**config.mk**
```make
export PLATFORM = sky130hd
export DESIGN_NAME = sobnms_front
export DESIGN_NICKNAME = d
export VERILOG_FILES = /design/src/rtl/sobnms_pkg.sv /design/src/rtl/sobnms_front.sv
export SDC_FILE = /design/constraint.sdc
export NUM_CORES = 1
export LEC_CHECK = 0
export BUFFER_PORTS_ARGS = -buffer_cell sky130_fd_sc_hd__buf_2
export CORE_MARGIN = 3
export CORE_UTILIZATION = 30
export CTS_CLUSTER_SIZE = 12
export DETAILED_ROUTE_END_ITERATION = 10
export PLACE_DENSITY = 0.57
export SYNTH_ARGS = -nofsm -noshare
export SYNTH_HDL_FRONTEND = slang
export SYNTH_SLANG_ARGS = --single-unit
```
**constraint.sdc**
```tcl
create_clock -name clk -period 18.4 [get_ports clk]
set_clock_uncertainty 0.05 [all_clocks]
set_input_delay 2.76 -clock clk [delete_from_list [all_inputs] [get_ports clk]]
set_output_delay 2.76 -clock clk [all_outputs]
set_load 0.02 [all_outputs]
```
**src/rtl/sobnms_pkg.sv**
```systemverilog
// Shared types and constants for the Sobel, peak and threshold edge unit.
package sobnms_pkg;

    localparam int PIX_W     = 8;
    localparam int MAG_W     = 11;
    localparam int CFG_W     = 11;
    localparam int CFG_IDX_W = 4;
    localparam int GRAD_W    = 11;
    localparam int AX_W      = 10;
    localparam int SQ_W      = 21;
    localparam int ROOT_W    = 22;
    localparam int TAN_W     = 18;
    localparam int PROD_W    = 28;
    localparam int SEC_W     = 2;
    localparam int CLASS_W   = 2;

    localparam logic [TAN_W-1:0] TAN_A_POS = 18'd25815;
    localparam logic [TAN_W-1:0] TAN_B_POS = 18'd150722;
    localparam logic [TAN_W-1:0] TAN_A_NEG = 18'd28496;
    localparam logic [TAN_W-1:0] TAN_B_NEG = 18'd166373;

    localparam logic [SQ_W-1:0] ROOT_START = 21'h100000;

    localparam logic [CFG_IDX_W-1:0] CFG_IDX_FRAME_WIDTH    = 4'd0;
    localparam logic [CFG_IDX_W-1:0] CFG_IDX_FRAME_HEIGHT   = 4'd1;
    localparam logic [CFG_IDX_W-1:0] CFG_IDX_LOW_THRESHOLD  = 4'd2;
    localparam logic [CFG_IDX_W-1:0] CFG_IDX_HIGH_THRESHOLD = 4'd3;

    localparam logic [SEC_W-1:0] SEC_HORZ     = 2'd0;
    localparam logic [SEC_W-1:0] SEC_DIAG_POS = 2'd1;
    localparam logic [SEC_W-1:0] SEC_VERT     = 2'd2;
    localparam logic [SEC_W-1:0] SEC_DIAG_NEG = 2'd3;

    localparam logic [CLASS_W-1:0] CLASS_NONE   = 2'd0;
    localparam logic [CLASS_W-1:0] CLASS_WEAK   = 2'd1;
    localparam logic [CLASS_W-1:0] CLASS_STRONG = 2'd2;

    typedef struct packed {
        logic             action;
        logic [PIX_W-1:0] gray_pixel;
    } in_word_t;

    typedef struct packed {
        logic               edge_peak;
        logic [CLASS_W-1:0] edge_class;
        logic [MAG_W-1:0]   gradient_magnitude;
        logic               frame_last;
    } out_word_t;

    typedef struct packed {
        logic             pix_en;
        logic             mag_en;
        logic             mag_inner;
        logic             res_en;
        logic             res_inner;
        logic             res_last;
        logic [PIX_W-1:0] pixel;
    } step_ctl_t;

    typedef enum logic {
        FR_RUN,
        FR_DIV
    } front_state_t;

    typedef enum logic [3:0] {
        BK_CLEAR,
        BK_IDLE,
        BK_READ,
        BK_PIX,
        BK_GRAD,
        BK_MULX,
        BK_MULY,
        BK_TANA,
        BK_TANB,
        BK_ROOT,
        BK_ROUND,
        BK_MAG,
        BK_OUT
    } back_state_t;

endpackage

```
**src/rtl/sobnms_front.sv**
```systemverilog
// Front end: raster position tracking and per-word stage control.
module sobnms_front import sobnms_pkg::*; #(
    parameter int MAX_WIDTH  = 1024,
    parameter int MAX_HEIGHT = 1024
) (
    input  logic                                 clk,
    input  logic                                 rst_n,
    input  logic                                 in_valid,
    output logic                                 in_ready,
    input  in_word_t                             in_data,
    input  logic [$clog2(MAX_WIDTH+1)-1:0]       frame_w,
    input  logic [$clog2(MAX_HEIGHT+1)-1:0]      frame_h,
    input  logic                                 resync,
    input  logic                                 hold,
    input  logic                                 full,
    output logic                                 push,
    output step_ctl_t                            push_ctl,
    output logic [$clog2(MAX_WIDTH)-1:0]         push_col,
    output logic [$clog2(MAX_WIDTH)-1:0]         push_mcol
);

    localparam int AW = $clog2(MAX_WIDTH);
    localparam int CW = $clog2(MAX_WIDTH + 1);
    localparam int PW = $clog2(MAX_WIDTH * MAX_HEIGHT + 2 * MAX_WIDTH + 3);
    localparam int NW = $clog2(PW + 1);

    front_state_t   state_reg, state_next;
    logic [PW-1:0]  p_reg, row_reg, dvd_reg;
    logic [CW-1:0]  col_reg;
    logic [NW-1:0]  cnt_reg;

    logic [PW-1:0]  h_ext, h_plus2, row_e, row1, row2, k1, k2;
    logic [CW-1:0]  col_e, col1, col2, col_inc;
    logic           wrap, c0, c1, b_ok, c_ok, col_wrap, at_end;
    logic           mag_en, res_en;
    logic [CW:0]    trial;
    logic           ge;

    assign h_ext   = PW'(frame_h);
    assign h_plus2 = h_ext + PW'(2);
    assign wrap    = (row_reg > h_plus2) || (row_reg == h_plus2 && col_reg >= CW'(2));
    assign row_e   = wrap ? '0 : row_reg;
    assign col_e   = wrap ? '0 : col_reg;
    assign c0      = (col_e == '0);
    assign c1      = (col_e < CW'(2));
    assign k1      = c0 ? PW'(2) : PW'(1);
    assign k2      = c1 ? PW'(3) : PW'(2);
    assign b_ok    = (row_e >= k1);
    assign c_ok    = (row_e >= k2);
    assign row1    = row_e - k1;
    assign row2    = row_e - k2;
    assign col1    = c0 ? frame_w - CW'(1) : col_e - CW'(1);
    assign col2    = c1 ? col_e + frame_w - CW'(2) : col_e - CW'(2);
    assign mag_en  = b_ok && (row1 < h_ext);
    assign res_en  = c_ok && (row2 < h_ext);
    assign col_inc = col_e + CW'(1);
    assign col_wrap = (col_inc == frame_w);
    assign at_end  = (row_e == h_plus2) && (col_e == CW'(1));

    assign trial = {col_reg, dvd_reg[PW-1]};
    assign ge    = (trial >= {1'b0, frame_w});

    always_comb
    begin
        push_ctl.pix_en    = (row_e < h_ext);
        push_ctl.mag_en    = mag_en;
        push_ctl.mag_inner = mag_en && (row1 >= PW'(1)) && (row1 <= h_ext - PW'(2))
                             && (col1 >= CW'(1)) && (col1 <= frame_w - CW'(2));
        push_ctl.res_en    = res_en;
        push_ctl.res_inner = res_en && (row2 >= PW'(1)) && (row2 <= h_ext - PW'(2))
                             && (col2 >= CW'(1)) && (col2 <= frame_w - CW'(2));
        push_ctl.res_last  = res_en && (row2 == h_ext - PW'(1))
                             && (col2 == frame_w - CW'(1));
        push_ctl.pixel     = in_data.action ? '0 : in_data.gray_pixel;
        push_col           = col_e[AW-1:0];
        push_mcol          = col1[AW-1:0];
    end

    always_comb
    begin
        state_next = state_reg;
        unique case (state_reg)
            FR_RUN:
            begin
                if (resync)
                begin
                    state_next = FR_DIV;
                end
            end
            FR_DIV:
            begin
                if (!resync && cnt_reg == NW'(1))
                begin
                    state_next = FR_RUN;
                end
            end
            default: state_next = FR_RUN;
        endcase
    end

    always_comb
    begin
        in_ready = (state_reg == FR_RUN) && !full && !hold && !resync;
        push     = in_valid && in_ready;
    end

    always_ff @(posedge clk or negedge rst_n)
    begin
        if (!rst_n)
        begin
            state_reg <= FR_RUN;
            p_reg     <= '0;
            row_reg   <= '0;
            col_reg   <= '0;
            dvd_reg   <= '0;
            cnt_reg   <= '0;
        end
        else
        begin
            state_reg <= state_next;
            if (resync)
            begin
                dvd_reg <= p_reg;
                row_reg <= '0;
                col_reg <= '0;
                cnt_reg <= NW'(PW);
            end
            else if (state_reg == FR_DIV)
            begin
                col_reg <= ge ? CW'(trial - {1'b0, frame_w}) : trial[CW-1:0];
                row_reg <= {row_reg[PW-2:0], ge};
                dvd_reg <= {dvd_reg[PW-2:0], 1'b0};
                cnt_reg <= cnt_reg - NW'(1);
            end
            else if (push)
            begin
                if (at_end)
                begin
                    p_reg   <= '0;
                    row_reg <= '0;
                    col_reg <= '0;
                end
                else
                begin
                    p_reg   <= wrap ? PW'(1) : p_reg + PW'(1);
                    col_reg <= col_wrap ? '0 : col_inc;
                    row_reg <= row_e + PW'(col_wrap);
                end
            end
        end
    end

endmodule

```
==> reports/results.tsv, run 1 <==
metric	value	unit
status	finished clean	
drv_cap	0	
synth_cells	1482	
antenna_found_initial	1	
synthXorXnorAreaFrac	8.85	%
yosys_register_bits	80	
grt_pass1_vias	11100	
finalNetCount	1699	
cts_root_buffer	clkbuf_16	
core_area	37700	sq um
cts_resized	0	
drc	0	
grt_setup_unrepaired	no	
drive_above_1_share	9.30	%
relSlewSlack	15.0	%
numCtsBuffers	9	
postRouteAntennaNets	0	
startpoint_type	input pin	
design_area	12600	sq um
chipWidth	202	um
std_cell_rows	71	
fin_crit_sh	81.5	%
cp_slowest_stage_delay	0.61	ns
post-route-min-period	14.99	ns
numClockSinks	80	
fmax	66.7	MHz
hold_viol_final	0	
layout_commonest_cell	ha_1	
clk_latency	0.34	ns
mostFrequentLayoutCells	159 x ha_1, 128 x nand2_1, 105 x nor2_1	
slowest_stage	ha_1	
io_buffer_count	72	
cts_setup_buffers	0	
drt_pass1_iterations	6	
dpl_cell_area	12300	sq um
setup_viol	0	
synth-edff-count	0	
cellPowerDensity	55.6	nW/um^2
grt.overflow.total	0	
synth_top_family_by_area	compound AO/OA/AOI/OAI gates	
cp_max_fo	21	
cts_hold_buf	0	
worst_slew_pin_slew	1.27	ns
cts_max_level	3	
cts_tree	done	
postSynthAreaPerCell	7.75	sq um
yosysWarnings	0	
routedWlPerCell	20.0	um
clk_pin_slew	0.06	ns
viasPerCell	5.71	
min_path_type	register to register	
maxSlewViolCount	0	
path_class	input pin to primary output	
power.leakage	5.76	nW
seq_area_frac_synth	17.4	%
fin_setup_tns	0	ns
grt_start_max_net_pins	56	
drt-total-wl	40300	um
end_kind	primary output	
ir_drop	0.0401	mV
critPathRequiredTime	15.59	ns
drt_iter0_markers	1182	
synthArstFlopShare	100	%
synthMuxAreaShare	2.90	%
synthAdderAreaFrac	17.8	%
grt_pass1_wl	63100	um
synth_cell_types	82	
area_growth_syn_to_layout	9.50	%
synth-compound-area-share	24.9	%
syn_area	11500	sq um
dieArea	40700	sq um
crit_top_cell	ha_1	
clk_path_buf_depth	2	
start_util	30.5	%
grt_use_total	19.3	%
crit_arrival	12.18	ns
gp_congestion	0.974	
io-pin-count	73	
synthesis.nets	1681	
synth-simple-area-share	21.9	%
die_h	202	um
dp_hpwl	31300	um
via_count	11500	
synth_ff_type	dfrtp_1	
-- critical path: cells and delay by family --
kind	cells	cell delay, ns
AOI/OAI and AO/OA	7	2.38
adders and majority gates	6	2.19
buffers and inverters	8	1.90
and+or+nand+nor	11	2.89
-- routing by layer --
layer | up-vias | part of all wire, % | global-route usage (%)
li1 | 5463 | - | -
met1 | 5514 | 45 | 26.5
met2 | 435 | 45 | 31.2
met3 | 97 | 6.0 | 2.05
met4 | 0 | 3.9 | 7.18
met5 | - | 0 | 0
-- per-stage QoR --
stage                     setup WS (ns)  std cells  hold slack [ns]  power [mW]  util (%)
after floorplan                    5.61       1482            0.413       0.418         -
after global placement             3.91       2000            0.435       0.513      32.6
after detailed placement           3.59       2000            0.436       0.516      32.6
after CTS                          3.59       2016            0.454       0.702      33.4
after global routing               2.62       2017            0.485       0.751      33.4
final                              3.41       2017            0.448       0.699      33.4
-- kinds of logic (layout without fill, tap and decap cells) --
logic type / Yosys count / in the layout
and+or+nand+nor: 495 / 495
AOI/OAI and AO/OA: 418 / 418
buffers and inverters: 178 / 201
adders and majority gates: 162 / 162
xor gates and xnor gates: 116 / 116
DFF: 80 / 80
muxes: 33 / 33
other: 0 / 1
-- path summary, 6_finish.rpt --
kind,startpoint,end,slack [ns],cells after the start
max,frame_h[1],push_ctl[8],3.41,32
min,dvd_reg[0]$_DFFE_PN0P_,dvd_reg[0]$_DFFE_PN0P_,0.45,1
max reg2reg,row_reg[11]$_DFFE_PN0P_,row_reg[10]$_DFFE_PN0P_,10.63,24
min reg2reg,dvd_reg[0]$_DFFE_PN0P_,dvd_reg[0]$_DFFE_PN0P_,0.45,1
max in group asynchronous,rst_n,row_reg[6]$_DFFE_PN0P_,14.97,2
min in group asynchronous,rst_n,dvd_reg[11]$_DFFE_PN0P_,2.27,1
-- layout make-up --
class / count / area [sq um]
fill: 4082 / 25100
multi-input combinational: 1224 / 8780
sequential: 80 / 2000
tap: 511 / 639
timing repair buffer: 90 / 498
inverter: 95 / 357
clock buffer: 10 / 229
clock inverter: 6 / 66.3
antenna: 1 / 2.50
-- power breakdown --
group	total (mW)	switching (mW)	leakage [nW]	internal, mW
Sequential	0.184	0.00542	1.08	0.178
Combinational	0.333	0.204	4.53	0.129
Clock	0.182	0.0763	0.147	0.106
-- cell usage after synthesis (9+ instances only) --
| library cell | number | area, sq um |
|---|---|---|
| or3_1 | 14 | 87.6 |
| mux2i_1 | 31 | 310 |
| ha_1 | 159 | 1990 |
| nor2b_1 | 30 | 188 |
| nand2b_1 | 13 | 81.3 |
| a211oi_1 | 13 | 97.6 |
| o31ai_1 | 20 | 150 |
| a21o_1 | 24 | 180 |
| nand2_1 | 128 | 480 |
| dfrtp_1 | 80 | 2000 |
| and2_1 | 10 | 62.6 |
| buf_2 | 10 | 50.1 |
| nand4_1 | 24 | 150 |
| clkbuf_1 | 62 | 233 |
| o21ai_0 | 97 | 485 |
| nor2_1 | 105 | 394 |
| xor2_1 | 17 | 149 |
| xnor2_1 | 99 | 867 |
| nor3_1 | 38 | 190 |
| inv_1 | 91 | 342 |
| and3_1 | 17 | 106 |
| a22oi_1 | 14 | 105 |
| nor4_1 | 21 | 131 |
| o22ai_1 | 9 | 56.3 |
| a21oi_1 | 72 | 360 |
| a22o_1 | 35 | 307 |
| o21a_1 | 31 | 233 |
| nand3_1 | 48 | 240 |
Note: power is estimated with default switching activity, not from simulation.
==> run 2, diff against run 1 <==
PLACE_DENSITY = 0.59   (was 0.57)
clock period = 12.7 ns   (was 18.4 ns; I/O delays follow)
==> run 2 against run 1 <==
  * Largest power group unchanged
  * Critical path type unchanged
  * Total power grew 44%
  * First-iteration DRC count shrank 2.8%
  * Die area did not move
  * Highest routed layer unchanged
  * Core utilization increased by 0.070 points
==> reports/results.tsv, run 2 (same netlist as run 1, synthesis figures left out) <==
metric	value	unit	change
clk_pin_slew	0.06	ns	about the same
grt_use_total	19.2	%	-0.053 points
postRouteAntennaNets	0		unchanged
io_buffer_count	72		unchanged
drive_above_1_share	9.48	%	+0.17 points
cts_setup_buffers	0		unchanged
core_area	37700	sq um	unchanged
drt_pass1_iterations	6		unchanged
grt.overflow.total	0		unchanged
clk_path_buf_depth	2		unchanged
via_count	11500		+0.34%
fin_setup_tns	0	ns	unchanged
die_h	202	um	unchanged
whs	0.465	ns	+0.0173 ns
cts_max_level	3		unchanged
r2r_start	row_reg[3]$_DFFE_PN0P_		
cts_tree	done		
dp.cells	2004		+0.20%
holdPathEnd	row_reg[20]$_DFFE_PN0P_		
layout_commonest_cell	ha_1		
hold_depth	1		unchanged
fin_ws	0.980	ns	-2.43 ns
area_growth_syn_to_layout	9.73	%	
post-route-min-period	11.72	ns	
numCtsBuffers	9		unchanged
final_cells	2021		+0.20%
io-pin-count	73		unchanged
hold_viol_final	0		unchanged
grt_pass1_wl	62900	um	-0.39%
hp-start	row_reg[20]$_DFFE_PN0P_		
worst_slew_pin_slew	1.17	ns	-0.106 ns
gp_congestion	0.973		about the same
mostFrequentLayoutCells	159 x ha_1, 128 x nand2_1, 105 x nor2_1		
dpl_cell_area	12300	sq um	+0.25%
dp_slack	1.19	ns	-2.40 ns
path_class	input pin to primary output		
chipWidth	202	um	unchanged
total_power	1.01	mW	+44%
clk_latency	0.34	ns	about the same
cp_max_fo	19		-9.5%
finalNetCount	1703		+0.24%
cts_hold_buf	0		unchanged
setup_viol	0		unchanged
end_kind	primary output		
fillers	4016		-1.6%
grt_pass1_vias	11200		+1.2%
maxSlewViolCount	0		unchanged
drt-total-wl	40100	um	-0.48%
drv_cap	0		unchanged
viasPerCell	5.71		+0.14%
relSlewSlack	21.8	%	+6.8 points
cts_resized	0		unchanged
startpoint_type	input pin		
critPathRequiredTime	10.74	ns	-4.85 ns
slowest_stage	a21o_1		
status	finished clean		
grt_start_max_net_pins	61		+8.9%
fin_crit_sh	92.3	%	
drc	0		unchanged
design_area	12600	sq um	+0.21%
cellPowerDensity	80.0	nW/um^2	+44%
drt_iter0_markers	1149		-2.8%
r2r-end	row_reg[11]$_DFFE_PN0P_		
cts_root_buffer	clkbuf_16		
std_cell_rows	71		unchanged
r2r_slack	5.47	ns	-5.16 ns
reg2regPathDepth	25		+4.2%
cp_slowest_stage_delay	0.67	ns	+0.06 ns
numClockSinks	80		unchanged
crit_arrival	9.76	ns	-2.42 ns
dp_hpwl	31000	um	-1.1%
grt_setup_unrepaired	no		
min_path_type	register to register		
ir_drop	0.0519	mV	+29%
routedWlPerCell	19.9	um	-0.68%
antenna_found_initial	1		unchanged
fmax	85.3	MHz	
start_util	30.5	%	unchanged
finish.utilization	33.5	%	+0.070 points
dieArea	40700	sq um	unchanged
power.leakage	5.77	nW	+0.16%
[run 2: changes by cell type in the layout (fill, tap and decap cells not counted), sizes merged]
cell	delta
buf	+4
inv	-2
clkbuf	+1
clkinvlp	+2
clkinv	-1
[run 2: layout make-up]
class	count	area [sq um]	share of cell area, %
flip-flops and latches	80	2000	15.9
clock buffers	11	233	1.85
well taps	511	639	5.07
repair buffers	94	528	4.19
clock inverters	5	58.8	0.467
diodes	1	2.50	0.0199
multi-input cells	1224	8780	69.7
inverters	95	357	2.83
[run 2: worst max-delay path by stage]
stage	startpoint	to	slack [ns]
floorplan	frame_h[6]	push_ctl[8]	1.62
CTS	frame_h[1]	push_ctl[11]	1.14
detailed placement	frame_h[1]	push_ctl[11]	1.19
global placement	frame_h[1]	push_ctl[11]	1.23
finish	frame_h[1]	push_ctl[11]	0.98
global route	frame_h[1]	push_ctl[8]	0.43
[run 2: power breakdown]
| part | switching [mW] | internal, mW | leakage [nW] |
|---|---|---|---|
| Combinational | 0.295 | 0.188 | 4.56 |
| Clock | 0.106 | 0.152 | 0.136 |
| Sequential | 0.00835 | 0.258 | 1.08 |
[run 2: worst max-delay path: cells and delay by family]
family          cells  cell delay (ns)
compound gates     12             3.31
simple gates        7             2.02
fa+ha+maj           5             1.64
buf+inv             4             0.87
[run 2: layer usage]
| layer | track usage [%] | part of all wire [%] |
|---|---|---|
| met3 | 2.91 | 6.9 |
| met2 | 30.3 | 44 |
| met1 | 26.9 | 46 |
| met5 | 0 | 0 |
| met4 | 6.55 | 3.1 |
