File: config.mk
export PLATFORM = sky130hd
export DESIGN_NAME = sobnms_fifo
export DESIGN_NICKNAME = d
export VERILOG_FILES = /design/src/rtl/sobnms_fifo.sv
export SDC_FILE = /design/constraint.sdc
export NUM_CORES = 1
export LEC_CHECK = 0
export BUFFER_PORTS_ARGS = -buffer_cell sky130_fd_sc_hd__buf_4
export CORE_MARGIN = 10
export CORE_UTILIZATION = 45
export CTS_BUF_LIST = sky130_fd_sc_hd__clkbuf_2
export CTS_CLUSTER_SIZE = 14
export DETAILED_ROUTE_END_ITERATION = 8
export GPL_ROUTABILITY_DRIVEN = 0
export PLACE_DENSITY = 0.74
export SETUP_SLACK_MARGIN = 0.15
export SYNTH_ARGS = -nofsm -noshare
export SYNTH_HDL_FRONTEND = slang
export SYNTH_SLANG_ARGS = --single-unit
File: constraint.sdc
create_clock -name clk -period 1.37 [get_ports clk]
set_clock_uncertainty 0.2 [all_clocks]
set_input_delay 0.274 -clock clk [delete_from_list [all_inputs] [get_ports clk]]
set_output_delay 0.274 -clock clk [all_outputs]
set_load 0.01 [all_outputs]
File: src/rtl/sobnms_fifo.sv
// Two-entry queue between the position front end and the compute back end.
module sobnms_fifo #(
    parameter int DATA_W = 8
) (
    input  logic              clk,
    input  logic              rst_n,
    input  logic              push,
    input  logic [DATA_W-1:0] push_data,
    output logic              full,
    input  logic              pop,
    output logic [DATA_W-1:0] pop_data,
    output logic              empty
);

    logic [DATA_W-1:0] data_reg [2];
    logic              wr_ptr_reg;
    logic              rd_ptr_reg;
    logic [1:0]        count_reg;

    assign full     = (count_reg == 2'd2);
    assign empty    = (count_reg == 2'd0);
    assign pop_data = data_reg[rd_ptr_reg];

    always_ff @(posedge clk)
    begin
        if (push)
        begin
            data_reg[wr_ptr_reg] <= push_data;
        end
    end

    always_ff @(posedge clk or negedge rst_n)
    begin
        if (!rst_n)
        begin
            wr_ptr_reg <= 1'b0;
            rd_ptr_reg <= 1'b0;
            count_reg  <= 2'd0;
        end
        else
        begin
            if (push)
            begin
                wr_ptr_reg <= ~wr_ptr_reg;
            end
            if (pop)
            begin
                rd_ptr_reg <= ~rd_ptr_reg;
            end
            case ({push, pop})
                2'b10:   count_reg <= count_reg + 2'd1;
                2'b01:   count_reg <= count_reg - 2'd1;
                default: count_reg <= count_reg;
            endcase
        end
    end

endmodule

==> results of run 1 <==
-- synth_stat cells (all sizes together) --
master / n / area, sq um
nor2: 3 / 11.3
edfxtp: 16 / 480
xor2: 3 / 26.3
and2b: 1 / 8.76
and2: 1 / 6.26
ha: 1 / 12.5
dfrtp: 4 / 100
mux2: 8 / 90.1
inv: 1 / 3.75
buf: 1 / 5.00
xnor2: 2 / 17.5
-- worst max-delay path, stage by stage (launching register included) --
cell and delay [ps]:
dfrtp_2 470, buf_6 140, mux2_4 300, buf_6 120
-- layout make-up --
cell class,instances,share of cell area [%]
flip-flops and latches,20,45.8
multi-input cells,19,17.5
repair buffers,45,33.2
inverters,1,0.296
well taps,16,1.58
clock buffers,4,1.58
-- final timing paths --
kind / end / slack [ps] / depth (start not counted)
hold reg to reg: wr_ptr_reg / 400 / 2
setup reg to reg: count_reg[1] / 40 / 5
max in group asynchronous: rd_ptr_reg / 810 / 2
setup / recovery: pop_data[2] / -460 / 3
hold / removal: wr_ptr_reg / 50 / 2
min in group clk: count_reg[0] / 120 / 3
-- routing by layer --
layer	up-vias	GRT usage, %
li1	242	-
met1	232	9.71
met2	17	16.3
met3	3	2.88
met4	0	3.91
met5	-	0
-- power by group through the flow --
stage / Clock [mW] / Combinational [mW] / Sequential [mW]
3_5_place_dp: 0 / 0.673 / 0.958
3_3_place_gp: 0 / 0.661 / 0.948
6_report: 0.259 / 1.23 / 0.904
2_1_floorplan: 0 / 0.415 / 0.895
4_1_cts: 0.261 / 0.999 / 0.900
5_1_grt: 0.287 / 1.31 / 0.924
-- repair_timing --
item | in CTS | in global routing
endpoints found under the hold margin | 22 | 0
resized for setup | 15 | 10
pin swaps | 2 | 4
buffers inserted | 5 | 4
hold buffers | 11 | 0
endpoints found under the setup margin | 10 | 24
-- cells by family after synthesis --
family | synth area share [%]
xor+xnor | 5.75
flops | 76.2
buf+inv | 1.15
simple gates | 3.45
fa+ha+maj | 1.64
mux | 11.8
==> out/metrics.json, run 1 <==
{
  "grt_pass1_vias": {"value": 535},
  "final_area": {"value": 1270, "unit": "sq um"},
  "drt_wl_cell": {"value": 16.1, "unit": "microns"},
  "hold_path.class": {"value": "in2async"},
  "insertion_delay": {"value": 320, "unit": "ps"},
  "starting_density_of_the_core": {"value": 48.9, "unit": "%"},
  "clock_tree.root_cell": {"value": "clkbuf_2"},
  "wirelength": {"value": 1690, "unit": "microns"},
  "design.final.nets": {"value": 103},
  "drtIter0Drc": {"value": 3},
  "crit-reg2reg-launch": {"value": "count_reg[0]"},
  "totalNegativeSetupSlack": {"value": -3830, "unit": "ps"},
  "run_status": {"value": "finished, violations left"},
  "cts_max_path_buffers": {"value": 2},
  "via_to_cell_ratio": {"value": 4.70},
  "largest_reg_flops": {"value": 16},
  "arrival": {"value": 1350, "unit": "ps"},
  "synth-seq-cells": {"value": 20},
  "detailroute.via_count": {"value": 494},
  "fmax": {"value": 0.548, "unit": "GHz"},
  "final_core_util": {"value": 81.5, "unit": "%"},
  "highest_metal_layer_with_signal_wires": {"value": "met4"},
  "clock_sinks": {"value": 20},
  "synthToLayoutAreaGrowth": {"value": 66.7, "unit": "%"},
  "drc_markers": {"value": 0},
  "detailedPlace.worstSlack": {"value": -192, "unit": "ps"},
  "boundaryPins": {"value": 22},
  "mostFrequentLayoutCells": {"value": "buf_4, edfxtp_1, buf_6, dlygate4sd3_1, mux2_4"},
  "met3_length": {"value": 91, "unit": "microns"},
  "die_area": {"value": 3740, "unit": "sq um"},
  "final_hold_viol_count": {"value": 0},
  "wl_met2": {"value": 920, "unit": "microns"},
  "dp.cells": {"value": 81},
  "seq_area_frac_synth": {"value": 76.2, "unit": "%"},
  "switchingPower": {"value": 0.701, "unit": "mW"},
  "unique_cell_type_count_in_the_yosys_netlist": {"value": 11},
  "intPower": {"value": 1.69, "unit": "mW"},
  "placement_rows": {"value": 14},
  "yosysWarnings": {"value": 0},
  "timing_max_transition_violations_final": {"value": 0},
  "grt_setup_unrepaired": {"value": "true"},
  "path_class": {"value": "reg2out"},
  "pin_count_of_the_biggest_net_entering_global_routing": {"value": 12},
  "worst_slew_margin_rel": {"value": 87.8, "unit": "%"},
  "synthesis.area": {"value": 762, "unit": "sq um"},
  "worst_setup_path_startpoint": {"value": "rd_ptr_reg"},
  "net_switching_fraction_of_the_power": {"value": 29.3, "unit": "%"},
  "power_per_unit_of_standard_cell_area": {"value": 1880, "unit": "nW/um^2"},
  "clock_tree.htree_level_count": {"value": 1},
  "post_synthesis_net_count": {"value": 54},
  "final.fill_count": {"value": 82},
  "cts_tree": {"value": "built"},
  "layout_cell_share_with_drive_strength_beyond_1": {"value": 58.4, "unit": "%"},
  "dp_hpwl": {"value": 1030, "unit": "microns"},
  "finalCritPeriodShare": {"value": 133, "unit": "%"},
  "multi_input_comb_area": {"value": 223, "unit": "sq um"},
  "min_period": {"value": 1830, "unit": "ps"},
  "die_h": {"value": 61.2, "unit": "microns"},
  "worstPathMaxFanout": {"value": 5},
  "clk_pin_slew": {"value": 180, "unit": "ps"},
  "critical_path.endpoint_type": {"value": "output port"},
  "instances_no_fill": {"value": 105},
  "final-setup-viol-count": {"value": 10},
  "mostFrequentLayoutCell": {"value": "buf_4"},
  "violations_in_the_final_reports": {"value": "setup timing"},
  "data_required_critical_path": {"value": 900, "unit": "ps"},
  "cts_buffers": {"value": 3},
  "power_frac_seq": {"value": 37.8, "unit": "%"},
  "final-seq-area": {"value": 582, "unit": "sq um"},
  "fin_hold_ws": {"value": 51.4, "unit": "ps"},
  "pwr-share-clk": {"value": 10.8, "unit": "%"},
  "initial_antenna_violation_count": {"value": 0},
  "synthesis.instances": {"value": 41},
  "die_width": {"value": 61.2, "unit": "microns"},
  "design.core.area": {"value": 1560, "unit": "sq um"},
  "place_area": {"value": 971, "unit": "sq um"},
  "globalRouteOverflowTotal": {"value": 0},
  "ir_worst_vdd": {"value": 0.00131, "unit": "V"},
  "drtAntennaViolNets": {"value": 0},
  "logic_pwr_share": {"value": 51.4, "unit": "%"},
  "groute.usage.overall": {"value": 9.14, "unit": "%"},
  "critPathLaunchType": {"value": "register"},
  "avgSynthCellArea": {"value": 18.6, "unit": "sq um"},
  "postLayoutSetupSlackWorst": {"value": -456, "unit": "ps"},
  "placement.io_buffers": {"value": 21},
  "worst_pin_slew": {"value": 183, "unit": "ps"},
  "routedLengthMet1": {"value": 640, "unit": "microns"},
  "n_antenna_cell": {"value": 0},
  "cellLeakagePower": {"value": 0.551, "unit": "nW"},
  "grt_first_pass_wirelength": {"value": 2460, "unit": "microns"},
  "drtPass1Iterations": {"value": 4},
  "drv.max_cap_violation_count": {"value": 0},
  "sum_of_internal_switching_and_leakage_power": {"value": 2.39, "unit": "mW"}
}
Note: power is estimated with default switching activity, not from simulation.
==> run 2: changes to the inputs <==
--- a/config.mk
+++ b/config.mk
@@ -12,6 +12,7 @@
 export CTS_CLUSTER_SIZE = 14
 export DETAILED_ROUTE_END_ITERATION = 8
 export GPL_ROUTABILITY_DRIVEN = 0
+export MAX_ROUTING_LAYER = met4
 export PLACE_DENSITY = 0.74
 export SETUP_SLACK_MARGIN = 0.15
 export SYNTH_ARGS = -nofsm -noshare
==> run 2 against run 1 <==
The flow still finishes with violations (setup timing). Setup slack did not move. Sequential cell count did not move. Cell count did not move. Hold slack did not move. Fmax did not move. Final area did not move.
==> out/metrics.json, run 2 (synthesis results as in run 1) <==
{
  "placement.io_buffers": {"value": 21},
  "critPathLaunchType": {"value": "register"},
  "die_area": {"value": 3740, "unit": "sq um"},
  "worstPathMaxFanout": {"value": 5},
  "timing_max_transition_violations_final": {"value": 0},
  "hold_path.class": {"value": "in2async"},
  "drtAntennaViolNets": {"value": 0},
  "drv.max_cap_violation_count": {"value": 0},
  "path_cells": {"value": "buf_6 > mux2_4 > buf_6"},
  "clock_tree.htree_level_count": {"value": 1},
  "fin_hold_ws": {"value": 51.4, "unit": "ps"},
  "worst_pin_slew": {"value": 183, "unit": "ps"},
  "n_antenna_cell": {"value": 0},
  "data_required_critical_path": {"value": 900, "unit": "ps"},
  "largest_reg_flops": {"value": 16},
  "globalRouteOverflowTotal": {"value": 0},
  "power_per_unit_of_standard_cell_area": {"value": 1880, "unit": "nW/um^2"},
  "design.core.area": {"value": 1560, "unit": "sq um"},
  "path_class": {"value": "reg2out"},
  "clk_pin_slew": {"value": 180, "unit": "ps"},
  "place_area": {"value": 971, "unit": "sq um"},
  "dp_hpwl": {"value": 1030, "unit": "microns"},
  "clock_sinks": {"value": 20},
  "via_to_cell_ratio": {"value": 4.70},
  "final_hold_viol_count": {"value": 0},
  "postLayoutSetupSlackWorst": {"value": -456, "unit": "ps"},
  "instances_no_fill": {"value": 105},
  "initial_antenna_violation_count": {"value": 0},
  "die_width": {"value": 61.2, "unit": "microns"},
  "placement_rows": {"value": 14},
  "die_h": {"value": 61.2, "unit": "microns"},
  "drc_markers": {"value": 0},
  "r2r-end": {"value": "count_reg[1]"},
  "final_area": {"value": 1270, "unit": "sq um"},
  "insertion_delay": {"value": 320, "unit": "ps"},
  "cts_max_path_buffers": {"value": 2},
  "cts_buffers": {"value": 3},
  "crit-reg2reg-launch": {"value": "count_reg[0]"},
  "mostFrequentLayoutCells": {"value": "buf_4, edfxtp_1, buf_6, dlygate4sd3_1, mux2_4"},
  "wirelength": {"value": 1690, "unit": "microns"},
  "mostFrequentLayoutCell": {"value": "buf_4"},
  "finalCritPeriodShare": {"value": 133, "unit": "%"},
  "drtPass1Iterations": {"value": 4},
  "grt_setup_unrepaired": {"value": "true"},
  "number_of_cell_instances_on_the_worst_register_to_register_path": {"value": 5},
  "dp.cells": {"value": 81},
  "final.fill_count": {"value": 82},
  "sum_of_internal_switching_and_leakage_power": {"value": 2.39, "unit": "mW"},
  "detailroute.via_count": {"value": 494},
  "worst_slew_margin_rel": {"value": 87.8, "unit": "%"},
  "grt_first_pass_wirelength": {"value": 2480, "unit": "microns"},
  "groute.usage.overall": {"value": 9.55, "unit": "%"},
  "drt_wl_cell": {"value": 16.1, "unit": "microns"},
  "ir_worst_vdd": {"value": 0.00131, "unit": "V"},
  "cp_slowest_cell": {"value": "dfrtp_2"},
  "layout_cell_share_with_drive_strength_beyond_1": {"value": 58.4, "unit": "%"},
  "path_delay_family": {"value": "flip-flops"},
  "arrival": {"value": 1350, "unit": "ps"},
  "run_status": {"value": "finished, violations left"},
  "design.final.nets": {"value": 103},
  "crit_top_cell": {"value": "buf_6"},
  "cellLeakagePower": {"value": 0.551, "unit": "nW"},
  "clock_tree.root_cell": {"value": "clkbuf_2"},
  "final-setup-viol-count": {"value": 10},
  "cp_slowest_stage_delay": {"value": 470, "unit": "ps"},
  "cts_tree": {"value": "built"},
  "reg2reg_setup_slack": {"value": 40, "unit": "ps"},
  "drtIter0Drc": {"value": 3},
  "synthToLayoutAreaGrowth": {"value": 66.7, "unit": "%"},
  "critical_path.endpoint_type": {"value": "output port"},
  "starting_density_of_the_core": {"value": 48.9, "unit": "%"},
  "violations_in_the_final_reports": {"value": "setup timing"},
  "fmax": {"value": 0.548, "unit": "GHz"},
  "crit_buf_inv": {"value": 2},
  "boundaryPins": {"value": 22},
  "grt_pass1_vias": {"value": 531},
  "pin_count_of_the_biggest_net_entering_global_routing": {"value": 12},
  "min_period": {"value": 1830, "unit": "ps"}
}
[run 2: cell counts in the layout (fill, tap and decap cells not counted)]
No cell type changed its count.
[run 2: routing by layer]
layer | track usage [%] | wire (microns) | vias to the layer above
met4 | 3.91 | 34 | 0
li1 | - | - | 242
met1 | 9.83 | 649 | 232
met3 | 3.29 | 82 | 3
met2 | 16.3 | 920 | 17
met5 | - | 0 | -
[run 2: repair_timing]
item | 4_1_cts | 5_1_grt
endpoints found under the hold margin | 22 | 0
gates resized for setup | 15 | 10
pin swaps | 2 | 4
setup endpoints to repair | 10 | 24
buffers inserted | 5 | 4
hold buffers | 11 | 0
[run 2: where the power goes]
group	switching [mW]	internal, mW	total [mW]
logic	0.444	0.784	1.23
registers	0.0759	0.828	0.904
clock network	0.181	0.0773	0.259
[run 2: how the worst max path moves through the flow]
stage,from,end,depth (start not counted)
3_5_place_dp,rd_ptr_reg,pop_data[2],2
5_1_grt,rd_ptr_reg,pop_data[7],3
4_1_cts,rd_ptr_reg,pop_data[2],3
3_3_place_gp,rd_ptr_reg,pop_data[2],2
2_1_floorplan,rd_ptr_reg,pop_data[1],2
6_report,rd_ptr_reg,pop_data[2],3
[run 2: stage by stage]
stage | setup slack, ps | utilization [%] | setup TNS (ps)
finish | -456 | 81.5 | -3830
global route | -510 | 81.5 | -4450
CTS | -432 | 76.5 | -3640
detailed placement | -192 | 62.3 | -1420
global placement | -168 | 62.3 | -1200
floorplan | 91.0 | - | 0
[run 2: layout make-up]
| class | count | area, sq um | area share (%) |
|---|---|---|---|
| flip-flops and latches | 20 | 582 | 45.8 |
| repair buffers | 45 | 422 | 33.2 |
| multi-input cells | 19 | 223 | 17.5 |
| clock buffers | 4 | 20.0 | 1.58 |
| well taps | 16 | 20.0 | 1.58 |
| inverters | 1 | 3.75 | 0.296 |
[run 2: worst register-to-register path, delay by kind of cell, from the launching register on]
| family | cells | cell delay [ps] |
|---|---|---|
| buffers and inverters | 2 | 250 |
| flip-flops | 1 | 440 |
| XOR/XNOR | 2 | 270 |
| AND/OR/NAND/NOR | 1 | 120 |
==> run 3: changes to the inputs <==
--- a/config.mk
+++ b/config.mk
@@ -5,15 +5,15 @@
 export SDC_FILE = /design/constraint.sdc
 export NUM_CORES = 1
 export LEC_CHECK = 0
-export BUFFER_PORTS_ARGS = -buffer_cell sky130_fd_sc_hd__buf_4
 export CORE_MARGIN = 10
 export CORE_UTILIZATION = 45
 export CTS_BUF_LIST = sky130_fd_sc_hd__clkbuf_2
 export CTS_CLUSTER_SIZE = 14
 export DETAILED_ROUTE_END_ITERATION = 8
+export DONT_BUFFER_PORTS = 1
 export GPL_ROUTABILITY_DRIVEN = 0
 export MAX_ROUTING_LAYER = met4
-export PLACE_DENSITY = 0.74
+export RECOVER_POWER = 100
 export SETUP_SLACK_MARGIN = 0.15
 export SYNTH_ARGS = -nofsm -noshare
 export SYNTH_HDL_FRONTEND = slang
==> constraint.sdc (replaced) <==
create_clock -name clk -period 2.3 [get_ports clk]
set_clock_uncertainty 0.2 [all_clocks]
set_input_delay 0.46 -clock clk [delete_from_list [all_inputs] [get_ports clk]]
set_output_delay 0.46 -clock clk [all_outputs]
set_load 0.01 [all_outputs]
==> run 3 against run 2 <==
The flow now finishes without violations. Global-route usage fell by 1.7 points. Final area decreased by 30%. Routed wire length is 19% lower. Critical path type unchanged. Largest cell class unchanged.
==> out/metrics.json, run 3 (synthesis results as in run 1) <==
{
  "postCtsSetupRepairBufs": {"value": 0},
  "power_frac_seq": {"value": 61.0, "unit": "%"},
  "fin_hold_ws": {"value": 49.3, "unit": "ps"},
  "worstPathMaxFanout": {"value": 9},
  "cts_buffers": {"value": 3},
  "crit_buf_inv": {"value": 0},
  "reg2reg_setup_slack": {"value": 750, "unit": "ps"},
  "design.final.nets": {"value": 67},
  "grt_setup_unrepaired": {"value": "false"},
  "intPower": {"value": 0.626, "unit": "mW"},
  "clock_sinks": {"value": 20},
  "die_width": {"value": 61.2, "unit": "microns"},
  "worst_setup_path_startpoint": {"value": "rd_ptr_reg"},
  "final_core_util": {"value": 56.7, "unit": "%"},
  "groute.usage.overall": {"value": 7.88, "unit": "%"},
  "layout_cell_share_with_drive_strength_beyond_1": {"value": 5.66, "unit": "%"},
  "initial_antenna_violation_count": {"value": 0},
  "boundaryPins": {"value": 22},
  "mostFrequentLayoutCells": {"value": "edfxtp_1, dlygate4sd3_1, mux2_1, dfrtp_1"},
  "drtPass1Iterations": {"value": 3},
  "path_cells": {"value": "mux2_1"},
  "hold_path.class": {"value": "in2reg"},
  "clk_pin_slew": {"value": 180, "unit": "ps"},
  "placement_rows": {"value": 14},
  "critPathLaunchType": {"value": "register"},
  "power_per_unit_of_standard_cell_area": {"value": 1050, "unit": "nW/um^2"},
  "cts_max_path_buffers": {"value": 2},
  "logic_pwr_share": {"value": 24.2, "unit": "%"},
  "sum_of_internal_switching_and_leakage_power": {"value": 0.926, "unit": "mW"},
  "detailroute.via_count": {"value": 362},
  "path_class": {"value": "reg2out"},
  "worst_pin_slew": {"value": 697, "unit": "ps"},
  "net_switching_fraction_of_the_power": {"value": 32.4, "unit": "%"},
  "cts_tree": {"value": "built"},
  "final_hold_viol_count": {"value": 0},
  "final-setup-viol-count": {"value": 0},
  "worst_slew_margin_rel": {"value": 53.4, "unit": "%"},
  "insertion_delay": {"value": 290, "unit": "ps"},
  "mostFrequentLayoutCell": {"value": "edfxtp_1"},
  "drt_wl_cell": {"value": 19.7, "unit": "microns"},
  "grt_pass1_vias": {"value": 407},
  "largest_reg_flops": {"value": 16},
  "run_status": {"value": "finished, final reports clean"},
  "fmax": {"value": 0.500, "unit": "GHz"},
  "clock_tree.htree_level_count": {"value": 1},
  "cellLeakagePower": {"value": 0.324, "unit": "nW"},
  "r2r-end": {"value": "data_reg[0][0]"},
  "arrival": {"value": 1340, "unit": "ps"},
  "switchingPower": {"value": 0.300, "unit": "mW"},
  "totalNegativeSetupSlack": {"value": 0, "unit": "ps"},
  "via_to_cell_ratio": {"value": 5.25},
  "path_delay_family": {"value": "flip-flops"},
  "clock_tree.root_cell": {"value": "clkbuf_2"},
  "die_area": {"value": 3740, "unit": "sq um"},
  "data_required_critical_path": {"value": 1640, "unit": "ps"},
  "postLayoutSetupSlackWorst": {"value": 301, "unit": "ps"},
  "synthToLayoutAreaGrowth": {"value": 16.1, "unit": "%"},
  "cp_num_cells": {"value": 1},
  "multi_input_comb_area": {"value": 171, "unit": "sq um"},
  "grt_first_pass_wirelength": {"value": 2010, "unit": "microns"},
  "final-seq-area": {"value": 581, "unit": "sq um"},
  "n_antenna_cell": {"value": 0},
  "min_period": {"value": 2000, "unit": "ps"},
  "drc_markers": {"value": 0},
  "finalCritPeriodShare": {"value": 86.9, "unit": "%"},
  "crit-reg2reg-launch": {"value": "wr_ptr_reg"},
  "pin_count_of_the_biggest_net_entering_global_routing": {"value": 12},
  "cp_slowest_cell": {"value": "dfrtp_1"},
  "drtIter0Drc": {"value": 1},
  "globalRouteOverflowTotal": {"value": 0},
  "final.fill_count": {"value": 116},
  "wirelength": {"value": 1360, "unit": "microns"},
  "pwr-share-clk": {"value": 14.8, "unit": "%"},
  "die_h": {"value": 61.2, "unit": "microns"},
  "drv.max_cap_violation_count": {"value": 0},
  "dp_hpwl": {"value": 1000, "unit": "microns"},
  "starting_density_of_the_core": {"value": 48.9, "unit": "%"},
  "timing_max_transition_violations_final": {"value": 0},
  "detailedPlace.worstSlack": {"value": 658, "unit": "ps"},
  "timing.critical_path.to": {"value": "pop_data[1]"},
  "critical_path.endpoint_type": {"value": "output port"},
  "drtAntennaViolNets": {"value": 0},
  "design.core.area": {"value": 1560, "unit": "sq um"},
  "ir_worst_vdd": {"value": 0.000463, "unit": "V"},
  "placement.io_buffers": {"value": 0},
  "number_of_cell_instances_on_the_worst_register_to_register_path": {"value": 1},
  "cp_slowest_stage_delay": {"value": 620, "unit": "ps"}
}
run 3: cell types whose count changed in the layout (fill, tap and decap cells not counted), moves of 3 or more:
cell | previous run | this run
mux2_2 | 3 | 0
buf_4 | 19 | 0
buf_6 | 15 | 0
mux2_4 | 5 | 0
mux2_1 | 0 | 8
run 3: worst min path at each step:
| stage | from | endpoint | slack (ps) | cells past startpoint |
|---|---|---|---|---|
| 2_1_floorplan | rst_n | count_reg[0] | -40 | 0 |
| 3_3_place_gp | rst_n | rd_ptr_reg | -40 | 0 |
| 3_5_place_dp | rst_n | wr_ptr_reg | -40 | 0 |
| 4_1_cts | pop | rd_ptr_reg | 4 | 1 |
| 5_1_grt | push_data[7] | data_reg[1][7] | 8 | 0 |
| 6_report | push_data[7] | data_reg[1][7] | 50 | 0 |
run 3: what timing repair did:
item	CTS	global route
hold buffers	1	8
endpoints found under the hold margin	4	12
gates resized for setup	0	0
run 3: per-layer routing:
| layer | up-vias | share of wire [%] | GRT usage (%) |
|---|---|---|---|
| met4 | 0 | 0 | 4.89 |
| met3 | 0 | 6.2 | 3.70 |
| met5 | - | 0 | - |
| met1 | 182 | 36 | 6.86 |
| li1 | 169 | - | - |
| met2 | 11 | 58 | 13.5 |
run 3: final cells by class:
cell class | count | area share, %
Multi-Input combinational cell | 19 | 19.4
Timing Repair Buffer | 9 | 10.2
Clock buffer | 3 | 1.70
Clock inverter | 1 | 0.424
Tap cell | 16 | 2.26
Inverter | 1 | 0.424
Sequential cell | 20 | 65.6
run 3: power by group through the flow:
stage	clock [mW]	combinational (mW)	sequential, mW
2_1_floorplan	0	0.229	0.529
3_3_place_gp	0	0.231	0.563
3_5_place_dp	0	0.237	0.576
4_1_cts	0.144	0.242	0.567
5_1_grt	0.160	0.249	0.582
6_report	0.137	0.224	0.565
run 3: through the flow:
step | cells | instance area, sq um
floorplan | 41 | 762
detailed placement | 56 | 777
global placement | 56 | 777
global route | 69 | 885
finish | 69 | 885
CTS | 61 | 806
